--- src/crcsg_pkg.sv ---
`timescale 1ns / 1ps

package crcsg_pkg;

    // Generator size and register field widths
    localparam int MAX_DEGREE = 32;
    localparam int DEG_W      = 6;
    localparam int IDX_W      = $clog2(MAX_DEGREE);

    // Job queue between front and back (depth a power of two)
    localparam int QDEPTH = 4;
    localparam int QPTR_W = $clog2(QDEPTH);
    localparam int QCNT_W = $clog2(QDEPTH + 1);

    // Configuration map
    localparam int ADDR_W = 4;
    localparam logic [1:0] REG_TAPS   = 2'd0;
    localparam logic [1:0] REG_DEGREE = 2'd1;
    localparam logic [1:0] REG_MODE   = 2'd2;

    localparam logic [MAX_DEGREE-1:0] TAPS_RST   = MAX_DEGREE'(11);
    localparam logic [DEG_W-1:0]      DEGREE_RST = DEG_W'(3);
    localparam logic                  MODE_GEN   = 1'b0;
    localparam logic                  MODE_CHECK = 1'b1;

    // Input word: one bit of the frame
    typedef struct packed {
        logic data_bit;
        logic frame_end;
    } t_in_word;

    // Output word
    typedef struct packed {
        logic out_bit;
        logic is_remainder;
        logic check_error;
        logic last_of_run;
    } t_out_word;

    // Kind of work handed from front to back
    typedef enum logic {
        K_GEN,
        K_CHECK
    } t_kind;

    // One queued job: an echoed bit (plus optional remainder dump) or a verdict
    typedef struct packed {
        t_kind                 kind;
        logic                  bit_val;   // echo bit, or verdict in check mode
        logic                  dump;      // remainder follows the echo
        logic [IDX_W-1:0]      dm1;       // degree minus one
        logic [MAX_DEGREE-1:0] rem;
    } t_job;

    // Queue status seen by front and back
    typedef struct packed {
        logic              full;
        logic              empty;
        logic [QCNT_W-1:0] count;
    } t_q_status;

    // Back-end serialiser states
    typedef enum logic {
        BK_HEAD,
        BK_REM
    } t_back_state;

endpackage

--- src/crc_serial_generate_check_unit.sv ---
`timescale 1ns / 1ps
// Channel   Direction  Handshake                 Word
// in        input      i_in_valid / o_in_ready   i_in_word  (data_bit, frame_end)
// out       output     o_out_valid / i_out_ready o_out_word (out_bit, is_remainder,
//                                                            check_error, last_of_run)
// cfg       input      psel/penable/pwrite/pready paddr, pwdata, prdata
//
// One input word per cycle unless the queue is full; the remainder update is a single XOR step in the front.
// An echoed bit passes through the job queue and then the output register.
// A frame end in generate mode adds degree remainder bits after the echoed bit; the four-entry job
// queue absorbs the difference and then stalls the input.
// Synchronous active-low reset clears remainder, queue and serialiser and loads the registers' defaults.

module crc_serial_generate_check_unit (
    input  logic                            i_clk,
    input  logic                            i_rst_n,
    input  logic                            i_in_valid,
    output logic                            o_in_ready,
    input  crcsg_pkg::t_in_word             i_in_word,
    output logic                            o_out_valid,
    input  logic                            i_out_ready,
    output crcsg_pkg::t_out_word            o_out_word,
    input  logic                            psel,
    input  logic                            penable,
    input  logic                            pwrite,
    input  logic [crcsg_pkg::ADDR_W-1:0]    paddr,
    input  logic [31:0]                     pwdata,
    output logic [31:0]                     prdata,
    output logic                            pready
);

    logic [crcsg_pkg::MAX_DEGREE-1:0] r_taps;
    logic [crcsg_pkg::DEG_W-1:0]      r_degree;
    logic                             r_mode;
    logic [1:0]                       reg_idx;
    logic                             wr_en;
    crcsg_pkg::t_q_status             q_status;
    crcsg_pkg::t_job                  push_job;
    crcsg_pkg::t_job                  head_job;
    logic                             push;
    logic                             pop;
    logic                             rem_zero;

    assign pready  = 1'b1;
    assign reg_idx = paddr[3:2];
    assign wr_en   = psel && penable && pwrite && pready;

    // Configuration registers
    always_ff @(posedge i_clk) begin
        if (!i_rst_n) begin
            r_taps   <= crcsg_pkg::TAPS_RST;
            r_degree <= crcsg_pkg::DEGREE_RST;
            r_mode   <= crcsg_pkg::MODE_GEN;
        end else if (wr_en) begin
            case (reg_idx)
                crcsg_pkg::REG_TAPS:   r_taps   <= pwdata[crcsg_pkg::MAX_DEGREE-1:0];
                crcsg_pkg::REG_DEGREE: r_degree <= pwdata[crcsg_pkg::DEG_W-1:0];
                crcsg_pkg::REG_MODE:   r_mode   <= pwdata[0];
                default: begin
                end
            endcase
        end
    end

    // Register read-back
    always_comb begin
        case (reg_idx)
            crcsg_pkg::REG_TAPS:   prdata = r_taps;
            crcsg_pkg::REG_DEGREE: prdata = 32'(r_degree);
            crcsg_pkg::REG_MODE:   prdata = 32'(r_mode);
            default:               prdata = '0;
        endcase
    end

    crcsg_front u_front (
        .i_clk      (i_clk),
        .i_rst_n    (i_rst_n),
        .i_in_valid (i_in_valid),
        .o_in_ready (o_in_ready),
        .i_in_word  (i_in_word),
        .i_taps     (r_taps),
        .i_degree   (r_degree),
        .i_mode     (r_mode),
        .i_q_status (q_status),
        .o_push     (push),
        .o_job      (push_job),
        .o_rem_zero (rem_zero)
    );

    crcsg_fifo u_fifo (
        .i_clk    (i_clk),
        .i_rst_n  (i_rst_n),
        .i_push   (push),
        .i_job    (push_job),
        .i_pop    (pop),
        .o_job    (head_job),
        .o_status (q_status)
    );

    crcsg_back u_back (
        .i_clk       (i_clk),
        .i_rst_n     (i_rst_n),
        .i_q_status  (q_status),
        .i_job       (head_job),
        .o_pop       (pop),
        .o_out_valid (o_out_valid),
        .i_out_ready (i_out_ready),
        .o_out_word  (o_out_word)
    );

    // Queue fill never exceeds its depth
    a_q_bound: assert property (@(posedge i_clk) disable iff (!i_rst_n)
        q_status.count <= crcsg_pkg::QCNT_W'(crcsg_pkg::QDEPTH))
        else $error("job queue over-filled");

    // An error verdict is always the frame's only and final word
    a_verdict: assert property (@(posedge i_clk) disable iff (!i_rst_n)
        (o_out_valid && o_out_word.check_error)
            |-> (o_out_word.last_of_run && !o_out_word.is_remainder && !o_out_word.out_bit))
        else $error("malformed check verdict");

    // Remainder is cleared once a frame end is taken
    a_rem_clear: assert property (@(posedge i_clk) disable iff (!i_rst_n)
        (i_in_valid && o_in_ready && i_in_word.frame_end) |=> rem_zero)
        else $error("remainder not cleared after frame end");

endmodule

--- src/crcsg_front.sv ---
`timescale 1ns / 1ps

module crcsg_front (
    input  logic                            i_clk,
    input  logic                            i_rst_n,
    input  logic                            i_in_valid,
    output logic                            o_in_ready,
    input  crcsg_pkg::t_in_word             i_in_word,
    input  logic [crcsg_pkg::MAX_DEGREE-1:0] i_taps,
    input  logic [crcsg_pkg::DEG_W-1:0]     i_degree,
    input  logic                            i_mode,
    input  crcsg_pkg::t_q_status            i_q_status,
    output logic                            o_push,
    output crcsg_pkg::t_job                 o_job,
    output logic                            o_rem_zero
);

    logic [crcsg_pkg::MAX_DEGREE-1:0] r_rem;
    logic [crcsg_pkg::MAX_DEGREE-1:0] n_rem;
    logic [crcsg_pkg::MAX_DEGREE-1:0] mask;
    logic [crcsg_pkg::MAX_DEGREE-1:0] rem_m;
    logic [crcsg_pkg::MAX_DEGREE-1:0] taps_m;
    logic [crcsg_pkg::MAX_DEGREE-1:0] upd;
    logic [crcsg_pkg::IDX_W-1:0]      dm1;
    logic                             top_bit;
    logic                             accept;

    assign o_in_ready = !i_q_status.full;
    assign accept     = i_in_valid && o_in_ready;
    assign o_rem_zero = (r_rem == '0);

    // Effective degree: zero reads as one, large values saturate
    always_comb begin
        if (i_degree == '0) begin
            dm1 = '0;
        end else if (i_degree > crcsg_pkg::DEG_W'(crcsg_pkg::MAX_DEGREE)) begin
            dm1 = crcsg_pkg::IDX_W'(crcsg_pkg::MAX_DEGREE - 1);
        end else begin
            dm1 = crcsg_pkg::IDX_W'(i_degree - crcsg_pkg::DEG_W'(1));
        end
    end

    // Remainder mask for the current degree
    always_comb begin
        for (int i = 0; i < crcsg_pkg::MAX_DEGREE; i++) begin
            mask[i] = (crcsg_pkg::IDX_W'(i) <= dm1);
        end
    end

    assign rem_m   = r_rem & mask;
    assign taps_m  = i_taps & mask;
    assign top_bit = rem_m[dm1];

    // One division step: LFSR form for generate, long division for check
    always_comb begin
        if (i_mode == crcsg_pkg::MODE_GEN) begin
            upd = ((rem_m << 1) & mask)
                ^ ((i_in_word.data_bit ^ top_bit) ? taps_m : '0);
        end else begin
            upd = (((rem_m << 1) | crcsg_pkg::MAX_DEGREE'(i_in_word.data_bit)) & mask)
                ^ (top_bit ? taps_m : '0);
        end
        n_rem = i_in_word.frame_end ? '0 : upd;
    end

    // Job for the back end
    always_comb begin
        o_job.kind    = (i_mode == crcsg_pkg::MODE_GEN) ? crcsg_pkg::K_GEN : crcsg_pkg::K_CHECK;
        o_job.bit_val = (i_mode == crcsg_pkg::MODE_GEN) ? i_in_word.data_bit : (upd != '0);
        o_job.dump    = i_in_word.frame_end;
        o_job.dm1     = dm1;
        o_job.rem     = upd;
        // check mode only reports at the end of the frame
        o_push        = accept && ((i_mode == crcsg_pkg::MODE_GEN) || i_in_word.frame_end);
    end

    // Running remainder
    always_ff @(posedge i_clk) begin
        if (!i_rst_n) begin
            r_rem <= '0;
        end else if (accept) begin
            r_rem <= n_rem;
        end
    end

endmodule

--- src/crcsg_fifo.sv ---
`timescale 1ns / 1ps

module crcsg_fifo (
    input  logic                  i_clk,
    input  logic                  i_rst_n,
    input  logic                  i_push,
    input  crcsg_pkg::t_job       i_job,
    input  logic                  i_pop,
    output crcsg_pkg::t_job       o_job,
    output crcsg_pkg::t_q_status  o_status
);

    crcsg_pkg::t_job                 r_mem [crcsg_pkg::QDEPTH];
    logic [crcsg_pkg::QPTR_W-1:0]    r_wr;
    logic [crcsg_pkg::QPTR_W-1:0]    r_rd;
    logic [crcsg_pkg::QCNT_W-1:0]    r_cnt;

    assign o_job          = r_mem[r_rd];
    assign o_status.full  = (r_cnt == crcsg_pkg::QCNT_W'(crcsg_pkg::QDEPTH));
    assign o_status.empty = (r_cnt == '0);
    assign o_status.count = r_cnt;

    // Storage, no reset needed
    always_ff @(posedge i_clk) begin
        if (i_push) begin
            r_mem[r_wr] <= i_job;
        end
    end

    // Pointers and fill count
    always_ff @(posedge i_clk) begin
        if (!i_rst_n) begin
            r_wr  <= '0;
            r_rd  <= '0;
            r_cnt <= '0;
        end else begin
            if (i_push) begin
                r_wr <= r_wr + crcsg_pkg::QPTR_W'(1);
            end
            if (i_pop) begin
                r_rd <= r_rd + crcsg_pkg::QPTR_W'(1);
            end
            if (i_push && !i_pop) begin
                r_cnt <= r_cnt + crcsg_pkg::QCNT_W'(1);
            end else if (i_pop && !i_push) begin
                r_cnt <= r_cnt - crcsg_pkg::QCNT_W'(1);
            end
        end
    end

endmodule

--- src/crcsg_back.sv ---
`timescale 1ns / 1ps

module crcsg_back (
    input  logic                  i_clk,
    input  logic                  i_rst_n,
    input  crcsg_pkg::t_q_status  i_q_status,
    input  crcsg_pkg::t_job       i_job,
    output logic                  o_pop,
    output logic                  o_out_valid,
    input  logic                  i_out_ready,
    output crcsg_pkg::t_out_word  o_out_word
);

    crcsg_pkg::t_back_state       r_state;
    crcsg_pkg::t_back_state       n_state;
    logic [crcsg_pkg::IDX_W-1:0]  r_idx;
    logic [crcsg_pkg::IDX_W-1:0]  n_idx;
    logic                         r_out_valid;
    crcsg_pkg::t_out_word         r_out_word;
    crcsg_pkg::t_out_word         n_word;
    logic                         load;
    logic                         emit;

    assign load        = !r_out_valid || i_out_ready;
    assign emit        = !i_q_status.empty && load;
    assign o_out_valid = r_out_valid;
    assign o_out_word  = r_out_word;

    // Next state
    always_comb begin
        n_state = r_state;
        case (r_state)
            crcsg_pkg::BK_HEAD: begin
                if (emit && (i_job.kind == crcsg_pkg::K_GEN) && i_job.dump) begin
                    n_state = crcsg_pkg::BK_REM;
                end
            end
            crcsg_pkg::BK_REM: begin
                if (emit && (r_idx == '0)) begin
                    n_state = crcsg_pkg::BK_HEAD;
                end
            end
            default: begin
                n_state = crcsg_pkg::BK_HEAD;
            end
        endcase
    end

    // Output word, pop and remainder bit index
    always_comb begin
        n_word = '0;
        o_pop  = 1'b0;
        n_idx  = r_idx;
        case (r_state)
            crcsg_pkg::BK_HEAD: begin
                if (i_job.kind == crcsg_pkg::K_CHECK) begin
                    n_word.check_error = i_job.bit_val;
                    n_word.last_of_run = 1'b1;
                    o_pop              = emit;
                end else begin
                    n_word.out_bit = i_job.bit_val;
                    o_pop          = emit && !i_job.dump;
                    n_idx          = i_job.dm1;
                end
            end
            crcsg_pkg::BK_REM: begin
                // remainder bits, most significant first
                n_word.out_bit      = i_job.rem[r_idx];
                n_word.is_remainder = 1'b1;
                n_word.last_of_run  = (r_idx == '0);
                o_pop               = emit && (r_idx == '0);
                n_idx               = r_idx - crcsg_pkg::IDX_W'(1);
            end
            default: begin
                n_word = '0;
            end
        endcase
    end

    // State and bit index
    always_ff @(posedge i_clk) begin
        if (!i_rst_n) begin
            r_state <= crcsg_pkg::BK_HEAD;
            r_idx   <= '0;
        end else begin
            r_state <= n_state;
            if (emit) begin
                r_idx <= n_idx;
            end
        end
    end

    // Output register
    always_ff @(posedge i_clk) begin
        if (!i_rst_n) begin
            r_out_valid <= 1'b0;
        end else if (load) begin
            r_out_valid <= !i_q_status.empty;
        end
    end

    always_ff @(posedge i_clk) begin
        if (emit) begin
            r_out_word <= n_word;
        end
    end

endmodule
--- config.mk ---
export PLATFORM = sky130hd
export DESIGN_NAME = crc_serial_generate_check_unit
export DESIGN_NICKNAME = d
export VERILOG_FILES = /design/src/crcsg_pkg.sv /design/src/crc_serial_generate_check_unit.sv /design/src/crcsg_front.sv /design/src/crcsg_fifo.sv /design/src/crcsg_back.sv
export SDC_FILE = /design/constraint.sdc
export NUM_CORES = 1
export LEC_CHECK = 0
export BUFFER_PORTS_ARGS = -buffer_cell sky130_fd_sc_hd__buf_2
export CAP_MARGIN = 20
export CORE_MARGIN = 3
export CORE_UTILIZATION = 37
export CTS_CLUSTER_SIZE = 30
export DETAILED_ROUTE_END_ITERATION = 10
export GPL_TIMING_DRIVEN = 0
export PLACE_DENSITY = 0.55
export SLEW_MARGIN = 20
export SYNTH_ARGS = -nofsm -noshare
export SYNTH_HDL_FRONTEND = slang
export SYNTH_HIERARCHICAL = 1
export SYNTH_SLANG_ARGS = --single-unit
--- constraint.sdc ---
create_clock -name i_clk -period 6.6 [get_ports i_clk]
set_input_delay 0.33 -clock i_clk [delete_from_list [all_inputs] [get_ports i_clk]]
set_output_delay 0.33 -clock i_clk [all_outputs]
set_load 0.01 [all_outputs]
# Word level (Yosys, flattened, before mapping)
# Memory sizes are Yosys's and may differ from the RTL's. A register that Yosys moved wholly into a read port is not among the register bits.
# Cells that the tools add are included.
[word_totals]
reg_bits = 89
ramBits = 160
output_inout_bits = 39
elab_cells = 132
n_memories = 1
[mem_list]
columns = ["name", "depth", "width", "rd", "rd_ports_with_merged_regs", "wr", "line", "text"]
rows = [
  ["u_fifo.r_mem", 4, 40, 1, 1, 1, "crcsg_fifo.sv:13", "crcsg_pkg::t_job r_mem [crcsg_pkg::QDEPTH];"],
]
[op_classes]
n_addsub = 6
n_lt_le_gt_ge = 35
n_eq_ne = 4
n_mux = 31
bitwise = 11
reduce_logical = 30
[op_table]
columns = ["operator", "count"]
rows = [
  ["AND 32 bit", 4],
  ["2-to-1 mux 32 bit", 4],
  ["one-hot mux 32 bit (3 select lines)", 1],
  ["<= comparator 5 bit (first input constant)", 16],
  ["bitwise XOR 32 bit", 2],
  ["<= comparator 4 x 5 -> 1 bit (first input constant)", 8],
  ["OR 32 x 1 -> 32 bit", 1],
  ["nonzero test 32 bit", 1],
  ["<= comparator 3 x 5 -> 1 bit (first input constant)", 4],
  ["2-to-1 mux 5 bit", 3],
  ["< comparator 5 x 6 -> 1 bit (second input constant)", 2],
  ["2-to-1 mux 1 bit", 12],
  ["logical AND 1 bit", 11],
  ["binary-select mux 1 bit (select 5 bit)", 2],
  ["<= comparator 1 x 5 -> 1 bit (first input constant)", 2],
  ["<= comparator 2 x 5 -> 1 bit (first input constant)", 2],
  ["one-hot mux 5 bit (2 select lines)", 1],
  ["subtractor 5 x 1 -> 5 bit (second input constant)", 2],
  ["one-hot mux 1 bit (2 select lines)", 4],
  ["AND reduction 2 bit", 4],
  ["greater-than comparator 6 bit (second input constant)", 1],
  ["logical NOT 1 bit", 6],
  ["logical NOT 6 bit", 1],
  ["2-to-1 mux 3 bit", 2],
  ["16 further kinds", 21],
]

# Logic depth before layout (Yosys ltp)
# Gate-level depths: netlist of the first run.
[depth]
depth_word = 13
depth_mapped = 18
depth_no_buf = 15

# By module
# The synthesis of the first run kept the hierarchy.
[by_module_without_submodules]
columns = ["module", "n_inst", "cells_per_inst", "area_per_inst_um2", "seq_area_each_um2"]
rows = [
  ["crcsg_fifo", 1, 252, 6262.3, 4984.8],
  ["crcsg_front", 1, 490, 3520.9, 640.6],
  ["crc_serial_generate_check_unit", 1, 213, 1859.3, 780.7],
  ["crcsg_back", 1, 86, 858.3, 260.2],
]

# Least setup slack after synthesis of the first run
# Ideal clock, no wire load.
[synth_path]
path_kind = "register to register"
startpoint = "reg r_degree[1] (netlist bit)"
endpoint = "mem u_fifo/r_mem[0][38] (netlist bit) (data pin)"
arrival_time_ns = 4.263
required_ns = 6.302
path_slack_ns = 2.039
path_stages_with_launch = 16
synth_period_minus_slack_ns = 4.561
path_cell_list = "dfxtp_1 > inv_1 > ha_1 > clkbuf_1 > nor4_1 > o21a_1 > o311a_1 > o31ai_1 > and3_1 > buf_2 > a2111oi_0 > mux2i_1 > inv_1 > or4_1 > nor4_1 > a41oi_1"
[synth_rtl]
columns = ["item", "line", "text"]
rows = [
  ["from (decl)", "crc_serial_generate_check_unit.sv:33", "logic [crcsg_pkg::DEG_W-1:0] r_degree;"],
  ["from (signal assigned)", "crc_serial_generate_check_unit.sv:52", "r_degree <= crcsg_pkg::DEGREE_RST;"],
  ["from (signal assigned)", "crc_serial_generate_check_unit.sv:57", "crcsg_pkg::REG_DEGREE: r_degree <= pwdata[crcsg_pkg::DEG_W-1:0];"],
  ["to (decl)", "crcsg_fifo.sv:13", ""],
]

==> results of run 1 <==
## worst min-delay path by stage
stage | startpoint | endpoint | slack (ns) | cells after the start
3_5_place_dp | r_taps[6]$_SDFFE_PN0P_ | r_taps[6]$_SDFFE_PN0P_ | 0.48 | 2
4_1_cts | pwdata[13] | r_taps[13]$_SDFFE_PN0P_ | 0.0004 | 3
5_1_grt | pwdata[26] | r_taps[26]$_SDFFE_PN0P_ | 0.009 | 3
3_3_place_gp | r_taps[20]$_SDFFE_PN0P_ | r_taps[20]$_SDFFE_PN0P_ | 0.46 | 2
2_1_floorplan | r_taps[10]$_SDFFE_PN0P_ | r_taps[10]$_SDFFE_PN0P_ | 0.44 | 2
6_report | pwdata[24] | r_taps[24]$_SDFFE_PN0P_ | 0.02 | 3
## registers in the layout (all words and copies together) (netlist names), 3 cells and up, named ones only
name	count
u_back/o_out_word	4
r_taps	32
u_fifo/r_cnt	3
u_front/r_rem	32
u_back/r_idx	5
u_fifo/r_mem	160
r_degree	6
## where the power goes
group | leakage (nW) | switching (mW) | internal (mW) | total (mW)
clock network | 0.460 | 0.641 | 0.936 | 1.58
logic | 2.43 | 0.493 | 0.414 | 0.907
registers | 2.25 | 0.0583 | 1.82 | 1.88
## critical path, stage by stage, from the launching register on
cell and delay (ns):
dfxtp_1 0.37, inv_1 0.13, ha_1 0.29, nor4b_1 0.51
buf_2 0.33, mux2i_1 0.58, nand2_1 0.12, a211oi_1 0.43
a221oi_4 0.10, and3_1 0.23, buf_2 0.19, a2111oi_0 0.82
mux2i_1 0.36, or4_1 0.49, nor4_1 0.62, a41oi_1 0.36
## final cells by class
cell class | instances | area share
Buffer | 67 | 0.02939
Clock buffer | 29 | 0.04881
Sequential cell | 251 | 0.4619
Clock inverter | 22 | 0.01664
Multi-Input combinational cell | 667 | 0.3608
Tap cell | 442 | 0.03832
Timing Repair Buffer | 87 | 0.03225
Inverter | 45 | 0.01170
Antenna cell | 1 | 0.0001734
## metal layers
layer,vias to the layer above,wire [um],part of all wire
li1,4081,-,-
met1,4268,15880,0.46
met2,272,15520,0.45
met3,70,1628,0.048
met4,2,1200,0.035
met5,-,13,0.00038
## placed cells by master (no fill, tap or decap), types with 7 or more instances in the layout
master,instances
dfxtp_1,87
clkinv_1,9
and2_1,39
clkbuf_1,30
a2111oi_0,11
mux4_2,40
nor3_1,9
mux2i_1,68
nor2b_1,45
clkbuf_16,28
buf_2,98
a21boi_0,7
nand2_1,121
and3_1,8
a21oi_1,32
a22oi_1,32
a2111oi_1,8
nand2b_1,8
buf_4,9
nor4_1,7
o21ai_0,18
inv_1,41
edfxtp_1,164
nor2_1,45
buf_6,7
mux2_2,8
nand3_1,9
ha_1,8
## timing repair
action | CTS | global route
hold endpoints to repair | 6 | 0
hold buffers | 6 | 0
endpoints found under the setup margin | 0 | 4
resized for setup | 0 | 4
==> metrics.txt, run 1 <==
slew margin rel.=0.2886; H-tree levels=1; Post-Layout Cell Count=1611; Initial Utilization=0.3783; syn nets=between 1000 and 1500; vias=a little under 9000; clk_skew=0.01606 ns; register area=between 6000 and 7000 um^2; vias in the first global route=8600; PortBufs=80; CTS tree=yes; hold_ws=~0.019 ns; clk sink count=roughly 250; unrepaired setup endpoints after global routing=no; Tcrit/Tclk final=0.9528; crit path kind=reg -> reg; DRC=0; critical path fanouts, max=10; wire length per cell=21.26 um; crit start category=register; final instance area=about 14000 um^2; DP Wirelength=24960 um; drt first pass iters=5; R2R cell count=15; YS warnings=6; Crit path required time=around 6.8 ns; placed cell areas=13410 um^2; GRT Overall Usage=0.1896; Final Util=0.4391; area of the mapped netlist=roughly 12000 um^2; Core Region=approximately 33000 um^2; total power draw=roughly 4.4 mW; initial antenna violation count=2; drt via density=5.396; GR peak layer=met2; PwrDens=302.5 nW/um^2; DP Worst Slack=0.2975 ns; Final Max Tran Viols=0; Clock Path Buffers=3; pin count of the biggest net entering global routing=41; Final setup viols=0; Lkg Pwr=around 5 nW; Worst-Margin Slew=1.040 ns; row cnt=66; drt total wl=approximately 34000 um; iteration-0 DRC count of the detailed router=593; worst r2r dst=u_fifo/r_mem[2][38]$_DFFE_PP_; Ports=between 80 and 90; CTS clk-pin slew, worst paths=approximately 0.060 ns; Synth Instances=approximately 1000; global-route wire length before repair=~52000 um; Fmax=between 150 and 200 MHz; Avg Cell Area, Syn=12.07 um^2; TritonCTS buffer count=28; Root Buffer Master=clkbuf_16; GR Overflow Total=0; grt met1 use=0.2682; Layout Nets=about 1200; layout cell share with drive strength beyond 1=0.2072; Max-Cap Viols=0; met2 GRT Util=0.3035; outcome=complete, no violations; Die H=189.3 um; die area=approximately 36000 um^2; final hold viol count=0; fill cell count=around 3100; Peak VDD IR=196.6 uV; critical path endpoint=u_fifo/r_mem[2][38]$_DFFE_PP_; met3 usage=0.02611; GPL Wtd Cong=~0.96; post-CTS setup buffer count=0; post-layout minimum cycle time=roughly 6.3 ns; worst skew pair latency=~0.56 ns; Die W=189.3 um; Worst Hold Class=in -> reg; critical path arrival=about 6.5 ns; area of the multi-input gates=approximately 5200 um^2; setup TNS=0 ns; Placed Instances=1553; post-route worst setup slack=between 0.3 and 0.4 ns; Crit. End Element=register; CP startpoint=r_degree[0]$_SDFFE_PN1P_; synth-to-layout area growth=16.07%; reg2reg setup slack=0.31 ns; R2R Path Start=r_degree[0]$_SDFFE_PN1P_; Final ANT Viol Nets=0
Note: power is estimated with default switching activity, not from simulation.
==> inputs of run 2 (changes only) <==
--- a/config.mk
+++ b/config.mk
@@ -13,6 +13,7 @@
 export DETAILED_ROUTE_END_ITERATION = 10
 export GPL_TIMING_DRIVEN = 0
 export PLACE_DENSITY = 0.55
+export RECOVER_POWER = 50
 export SLEW_MARGIN = 20
 export SYNTH_ARGS = -nofsm -noshare
 export SYNTH_HDL_FRONTEND = slang
==> metrics.txt, run 2 (synthesis gave the netlist of run 1 again) <==
outcome=finished with violations; failing checks=capacitance limit, slew limit; Top delay family on crit path=simple AND/OR/NAND/NOR gates; fill cell count=3146 (+0.54%); max reg flops=160 (unchanged); GR peak layer=met2; CP startpoint=r_degree[0]$_SDFFE_PN1P_; Final ANT Viol Nets=0 (unchanged); Worst-Margin Slew=3.294 ns (+2.254 ns); vias in the first global route=8600 (unchanged); grt met1 use=0.2682 (unchanged); final instance area=14370 um^2 (-0.43%); Hold Path Stages=3 (unchanged); drt via density=5.384 (-0.21%); placed cell areas=13410 um^2 (unchanged); initial antenna violation count=2 (unchanged); crit path kind=reg -> reg; post-layout minimum cycle time=6.297 ns (+0.008624 ns); clk_skew=0.01664 ns (+0.0005810 ns); Worst Hold Class=in -> reg; Root Buffer Master=clkbuf_16; Lkg Pwr=5.018 nW (-2.4%); Crit path required time=6.81 ns (about the same); slew margin rel.=-1.197 (-1.486); Top reg by flops=u_fifo/r_mem; final hold viol count=0 (unchanged); drt first pass iters=5 (unchanged); R2R Path Start=r_degree[0]$_SDFFE_PN1P_; GPL Wtd Cong=0.9578 (unchanged); CTS clk-pin slew, worst paths=0.06 ns (about the same); drt total wl=34280 um (about the same); DRC=0 (unchanged); Final setup viols=0 (unchanged); PwrDens=303.7 nW/um^2 (+0.40%); wire length per cell=21.29 um (+0.15%); row cnt=66 (unchanged); R2R cell count=15 (unchanged); Tcrit/Tclk final=0.9541 (+0.001307); worst skew pair latency=0.56 ns (about the same); met3 usage=0.02611 (unchanged); Core Region=32870 um^2 (unchanged); Worst path max stage delay=0.80 ns (-0.02 ns); Die W=189.3 um (unchanged); critical path fanouts, max=10 (unchanged); PortBufs=80 (unchanged); CTS tree=yes; Final Util=0.4372 (-0.001903); Die H=189.3 um (unchanged); critical-path cell list=inv_1 > ha_1 > nor4b_1 > buf_2 > mux2i_1 > nand2_1 > a211oi_1 > a221oi_4 > and3_1 > buf_2 > a2111oi_0 > mux2i_1 > or4_1 > nor4_1 > a41oi_1; Post-Layout Cell Count=1610 (-0.062%); CP bufs+invs=3 (unchanged); WHS Endpoint=r_taps[24]$_SDFFE_PN0P_; critical path arrival=6.50 ns (about the same); TritonCTS buffer count=28 (unchanged); Crit. End Element=register; H-tree levels=1 (unchanged); largest registers=u_fifo/r_mem (160), r_taps (32), u_front/r_rem (32); n_diodes=0 (-1); die area=35840 um^2 (unchanged); post-CTS setup buffer count=0 (unchanged); Placed Instances=1553 (unchanged); layout cell share with drive strength beyond 1=0.1789 (-0.02825); most frequent cells in the layout=edfxtp_1, nand2_1, dfxtp_1; global-route wire length before repair=52360 um (unchanged); vias=8669 (-0.28%); Hold Startpoint=pwdata[24]; Clock Path Buffers=3 (unchanged); met2 GRT Util=0.3035 (unchanged); hold_ws=0.01929 ns (+0.00005140 ns); pin count of the biggest net entering global routing=41 (unchanged); GRT Overall Usage=0.1896 (unchanged); reg2reg setup slack=0.30 ns (about the same); Fmax=158.8 MHz (-0.14%); worst r2r dst=u_fifo/r_mem[2][38]$_DFFE_PP_; clk sink count=251 (unchanged); commonest non-fill, non-tap cell in the layout=edfxtp_1; Layout Nets=1201 (unchanged); Initial Utilization=0.3783 (unchanged); synth-to-layout area growth=15.57%; crit start category=register; Peak VDD IR=196.5 uV (about the same); Max-Cap Viols=4 (+4); Final Max Tran Viols=164 (+164); iteration-0 DRC count of the detailed router=585 (-1.3%); DP Wirelength=24960 um (unchanged); GR Overflow Total=0 (unchanged); unrepaired setup endpoints after global routing=no; Ports=84 (unchanged); CP max-delay cell=a2111oi_0
==> run 2: changes by cell type in the layout (fill, tap and decap cells not counted), moves of 2 or more <==
cell / before / now
buf_4: 9 / 7
o21ai_1: 6 / 4
and2_0: 0 / 28
clkbuf_1: 30 / 54
and2_4: 5 / 1
and2_1: 39 / 15
o21ai_0: 18 / 20
buf_2: 98 / 76
==> run 2: worst register-to-register path, cell delays in order (launching register included) <==
cell and delay [ns]:
dfxtp_1 0.37, inv_1 0.13, ha_1 0.31, nor4b_1 0.50
buf_2 0.33, mux2i_1 0.59, nand2_1 0.12, a211oi_1 0.43
a221oi_4 0.10, and3_1 0.23, buf_2 0.19, a2111oi_0 0.80
mux2i_1 0.36, or4_1 0.49, nor4_1 0.63, a41oi_1 0.36
==> run 2: layout make-up <==
cell class / count / area (um^2) / area share
flip-flops and latches: 251 / 6666 / 0.4639
repair buffers: 87 / 441.7 / 0.03074
multi-input cells: 667 / 5182 / 0.3606
clock inverters: 22 / 240.2 / 0.01672
plain buffers: 67 / 412.9 / 0.02873
inverters: 45 / 168.9 / 0.01175
clock buffers: 29 / 704.4 / 0.04902
well taps: 442 / 553.0 / 0.03849
==> run 2: power by group <==
part,internal (mW),switching [mW]
Combinational,0.402,0.490
Clock,0.936,0.643
Sequential,1.83,0.0591
==> run 2: worst max-delay path by stage <==
stage                                          to  slack (ns)  cells past startpoint
CTS                 u_fifo/r_mem[3][38]$_DFFE_PP_        0.25                     16
global placement    u_fifo/r_mem[0][38]$_DFFE_PP_       -0.13                     15
floorplan           u_fifo/r_mem[0][38]$_DFFE_PP_        2.04                     15
finish              u_fifo/r_mem[2][38]$_DFFE_PP_        0.30                     15
detailed placement  u_fifo/r_mem[2][38]$_DFFE_PP_        0.30                     16
global route        u_fifo/r_mem[2][38]$_DFFE_PP_        0.03                     16
==> run 2: routing by layer <==
metal / up-vias / part of all wire
li1: 4076 / -
met1: 4253 / 0.46
met2: 268 / 0.45
met3: 70 / 0.050
met4: 2 / 0.035
met5: - / 0.00038
==> run 2: stage by stage <==
step                worst slack (ns)  total power [mW]  TNS (ns)
floorplan                      2.039             2.559         0
global placement             -0.1277             2.825   -0.5107
detailed placement            0.2975             2.831         0
CTS                           0.2472             4.420         0
global route                 0.03365             4.559         0
finish                        0.3031             4.364         0
==> run 2: timing repair <==
item / CTS / global route
hold buffers: 6 / 0
gates resized for setup: 0 / 4
hold endpoints to repair: 6 / 0
endpoints found under the setup margin: 0 / 4
==> inputs of run 3 (changes only) <==
--- a/config.mk
+++ b/config.mk
@@ -7,6 +7,7 @@
 export LEC_CHECK = 0
 export BUFFER_PORTS_ARGS = -buffer_cell sky130_fd_sc_hd__buf_2
 export CAP_MARGIN = 20
+export CORE_ASPECT_RATIO = 0.75
 export CORE_MARGIN = 3
 export CORE_UTILIZATION = 37
 export CTS_CLUSTER_SIZE = 30
@@ -14,6 +15,7 @@
 export GPL_TIMING_DRIVEN = 0
 export PLACE_DENSITY = 0.55
 export RECOVER_POWER = 50
+export REMOVE_ABC_BUFFERS = 1
 export SLEW_MARGIN = 20
 export SYNTH_ARGS = -nofsm -noshare
 export SYNTH_HDL_FRONTEND = slang
==> constraint.sdc (replaced) <==
create_clock -name i_clk -period 7.9 [get_ports i_clk]
set_input_delay 0.395 -clock i_clk [delete_from_list [all_inputs] [get_ports i_clk]]
set_output_delay 0.395 -clock i_clk [all_outputs]
set_load 0.01 [all_outputs]
==> metrics.txt, run 3 (synthesis gave the netlist of run 1 again) <==
Max-Cap Viols=7 (+3); drt total wl=31930 um (-6.8%); global-route wire length before repair=49400 um (-5.7%); die area=35870 um^2 (about the same); cts hold-fix bufs=0 (-6); crit path kind=reg -> reg; n_diodes=0 (unchanged); vias in the first global route=8060 (-6.3%); DP Wirelength=21830 um (-13%); CP max-delay cell=a2111oi_0; total power draw=3.467 mW (-21%); Top reg by flops=u_fifo/r_mem; sw frac=0.2759 (+0.002535); GRT Overall Usage=0.1793 (-0.01030); Peak VDD IR=187.6 uV (-4.5%); Worst-Margin Slew=3.230 ns (-0.06477 ns); initial antenna violation count=0 (-2); DRC=0 (unchanged); Clock Path Buffers=3 (unchanged); Tcrit/Tclk final=0.9137 (-0.04033); Comb power frac=0.189 (-0.015); critical path endpoint=u_fifo/r_mem[1][38]$_DFFE_PP_; drt via density=5.469 (+1.6%); critical-path cell list=inv_1 > ha_1 > nor4b_1 > a2bb2oi_2 > inv_1 > nand4_1 > a21oi_1 > nor4_1 > a21oi_2 > a2111oi_0 > mux2_2 > or4_1 > nor4_2 > a41oi_1; max reg flops=160 (unchanged); Crit. End Element=register; Final ANT Viol Nets=0 (unchanged); GPL Wtd Cong=0.9438 (-1.5%); Core Region=32740 um^2 (-0.40%); Fmax=138.5 MHz (-13%); Die W=217.7 um (+15%); synth-to-layout area growth=12.03%; CTS clk-pin slew, worst paths=0.07 ns (about the same); critical path arrival=7.39 ns (+0.89 ns); Crit path required time=8.08 ns (+1.27 ns); failing checks=capacitance limit, slew limit; R2R Path Start=r_degree[0]$_SDFFE_PN1P_; PortBufs=80 (unchanged); Final Max Tran Viols=315 (+92%); CP startpoint=r_degree[0]$_SDFFE_PN1P_; most frequent cells in the layout=edfxtp_1, nand2_1, dfxtp_1; TritonCTS buffer count=25 (-11%); Int Power=2.510 mW (-21%); unrepaired setup endpoints after global routing=no; reg2reg setup slack=0.68 ns (+0.38 ns); post-CTS setup buffer count=0 (unchanged); post-layout minimum cycle time=7.219 ns (+0.9217 ns); clk_skew=0.01398 ns (-0.002663 ns); layout cell share with drive strength beyond 1=0.1749 (-0.004075); Most Frequent Cell on Critical Path=inv_1; Initial Utilization=0.3798 (+0.001518); vias=8423 (-2.8%); crit start category=register; PwrDens=248.9 nW/um^2 (-18%); Layout Nets=1134 (-5.6%); outcome=finished with violations; Final setup viols=0 (unchanged); slew margin rel.=-1.153 (+0.04442); iteration-0 DRC count of the detailed router=819 (+40%); drt first pass iters=5 (unchanged); Worst Hold Class=in -> reg; largest registers=u_fifo/r_mem (160), r_taps (32), u_front/r_rem (32); H-tree levels=1 (unchanged); final hold viol count=0 (unchanged); critical path fanouts, max=22 (+12); row cnt=57 (-14%); Die H=164.8 um (-13%); R2R cell count=14 (-1); worst skew pair latency=0.53 ns (-0.03 ns); clk sink count=251 (unchanged); Worst path max stage delay=0.83 ns (+0.03 ns); commonest non-fill, non-tap cell in the layout=edfxtp_1; wire length per cell=20.74 um (-2.6%); CTS tree=yes; Final Util=0.4256 (-0.01166); pin count of the biggest net entering global routing=83 (+100%); Ports=84 (unchanged); Lkg Pwr=4.765 nW (-5.0%); GR Overflow Total=0 (unchanged); worst r2r dst=u_fifo/r_mem[1][38]$_DFFE_PP_; Net Sw Power=0.9567 mW (-20%); part of the power in the clock network=0.341 (-0.021); Reg power frac=0.470 (+0.036); Root Buffer Master=clkbuf_16
run 3: cell types whose count changed in the layout (fill, tap and decap cells not counted), sizes merged:
cell         before  now
inv              46   45
clkinvlp          1    4
clkinv           16   10
dlygate4sd3       6    0
bufinv            4    2
buf              95   66
clkbuf           82   53
run 3: how the worst min path moves through the flow:
stage / depth (start not counted) / end / slack (ns) / start
after floorplan: 2 / r_taps[10]$_SDFFE_PN0P_ / 0.44 / r_taps[10]$_SDFFE_PN0P_
after global placement: 2 / r_taps[12]$_SDFFE_PN0P_ / 0.46 / r_taps[12]$_SDFFE_PN0P_
after detailed placement: 2 / r_taps[9]$_SDFFE_PN0P_ / 0.47 / r_taps[9]$_SDFFE_PN0P_
after CTS: 3 / r_taps[20]$_SDFFE_PN0P_ / 0.08 / pwdata[20]
after global routing: 3 / r_taps[13]$_SDFFE_PN0P_ / 0.10 / pwdata[13]
final: 3 / r_taps[22]$_SDFFE_PN0P_ / 0.10 / pwdata[22]
run 3: area by class of cell:
| cell class | count | area [um^2] |
|---|---|---|
| Clock inverter | 16 | 141.4 |
| Inverter | 45 | 168.9 |
| Fill cell | 3090 | 18800 |
| Multi-Input combinational cell | 667 | 5249 |
| Sequential cell | 251 | 6668 |
| Clock buffer | 29 | 670.6 |
| Tap cell | 442 | 553.0 |
| Timing Repair Buffer | 90 | 480.5 |
run 3: through the flow:
stage               setup slack, ns  cells  instance area (um^2)  hold slack, ns  setup TNS [ns]
finish                       0.6814   1540                 13930          0.1030               0
global route                 0.2233   1540                 13930          0.1005               0
CTS                          0.3844   1540                 14020         0.08232               0
detailed placement           0.4440   1495                 13210          0.4652               0
global placement             -1.286   1485                 12960          0.4593          -10.79
floorplan                     2.094    963                 12010          0.4432               0
run 3: power by group through the flow:
stage	registers (mW)	clock network, mW	logic [mW]
after floorplan	1.65	0	0.437
after global placement	1.70	0	0.612
after detailed placement	1.65	0	0.674
after CTS	1.63	1.22	0.677
after global routing	1.65	1.27	0.722
final	1.63	1.18	0.654
run 3: timing repair:
item,CTS,global route
setup endpoints to repair,0,4
hold endpoints to repair,0,0
gates resized for setup,0,6
run 3: per-layer routing:
| layer | wire [um] | global-route usage | up-vias |
|---|---|---|---|
| li1 | - | - | 3951 |
| met3 | 2257 | 0.04120 | 36 |
| met1 | 15660 | 0.2746 | 4198 |
| met5 | 0 | 0 | - |
| met2 | 13530 | 0.2620 | 238 |
| met4 | 482 | 0.03141 | 0 |
run 3: critical path: cells and delay by family, from the launching register on:
kind	cells	cell delay (ns)
compound gates	5	2.28
fa+ha+maj	1	0.39
buf+inv	2	0.73
flops	1	0.73
mux	1	0.48
simple gates	5	2.23
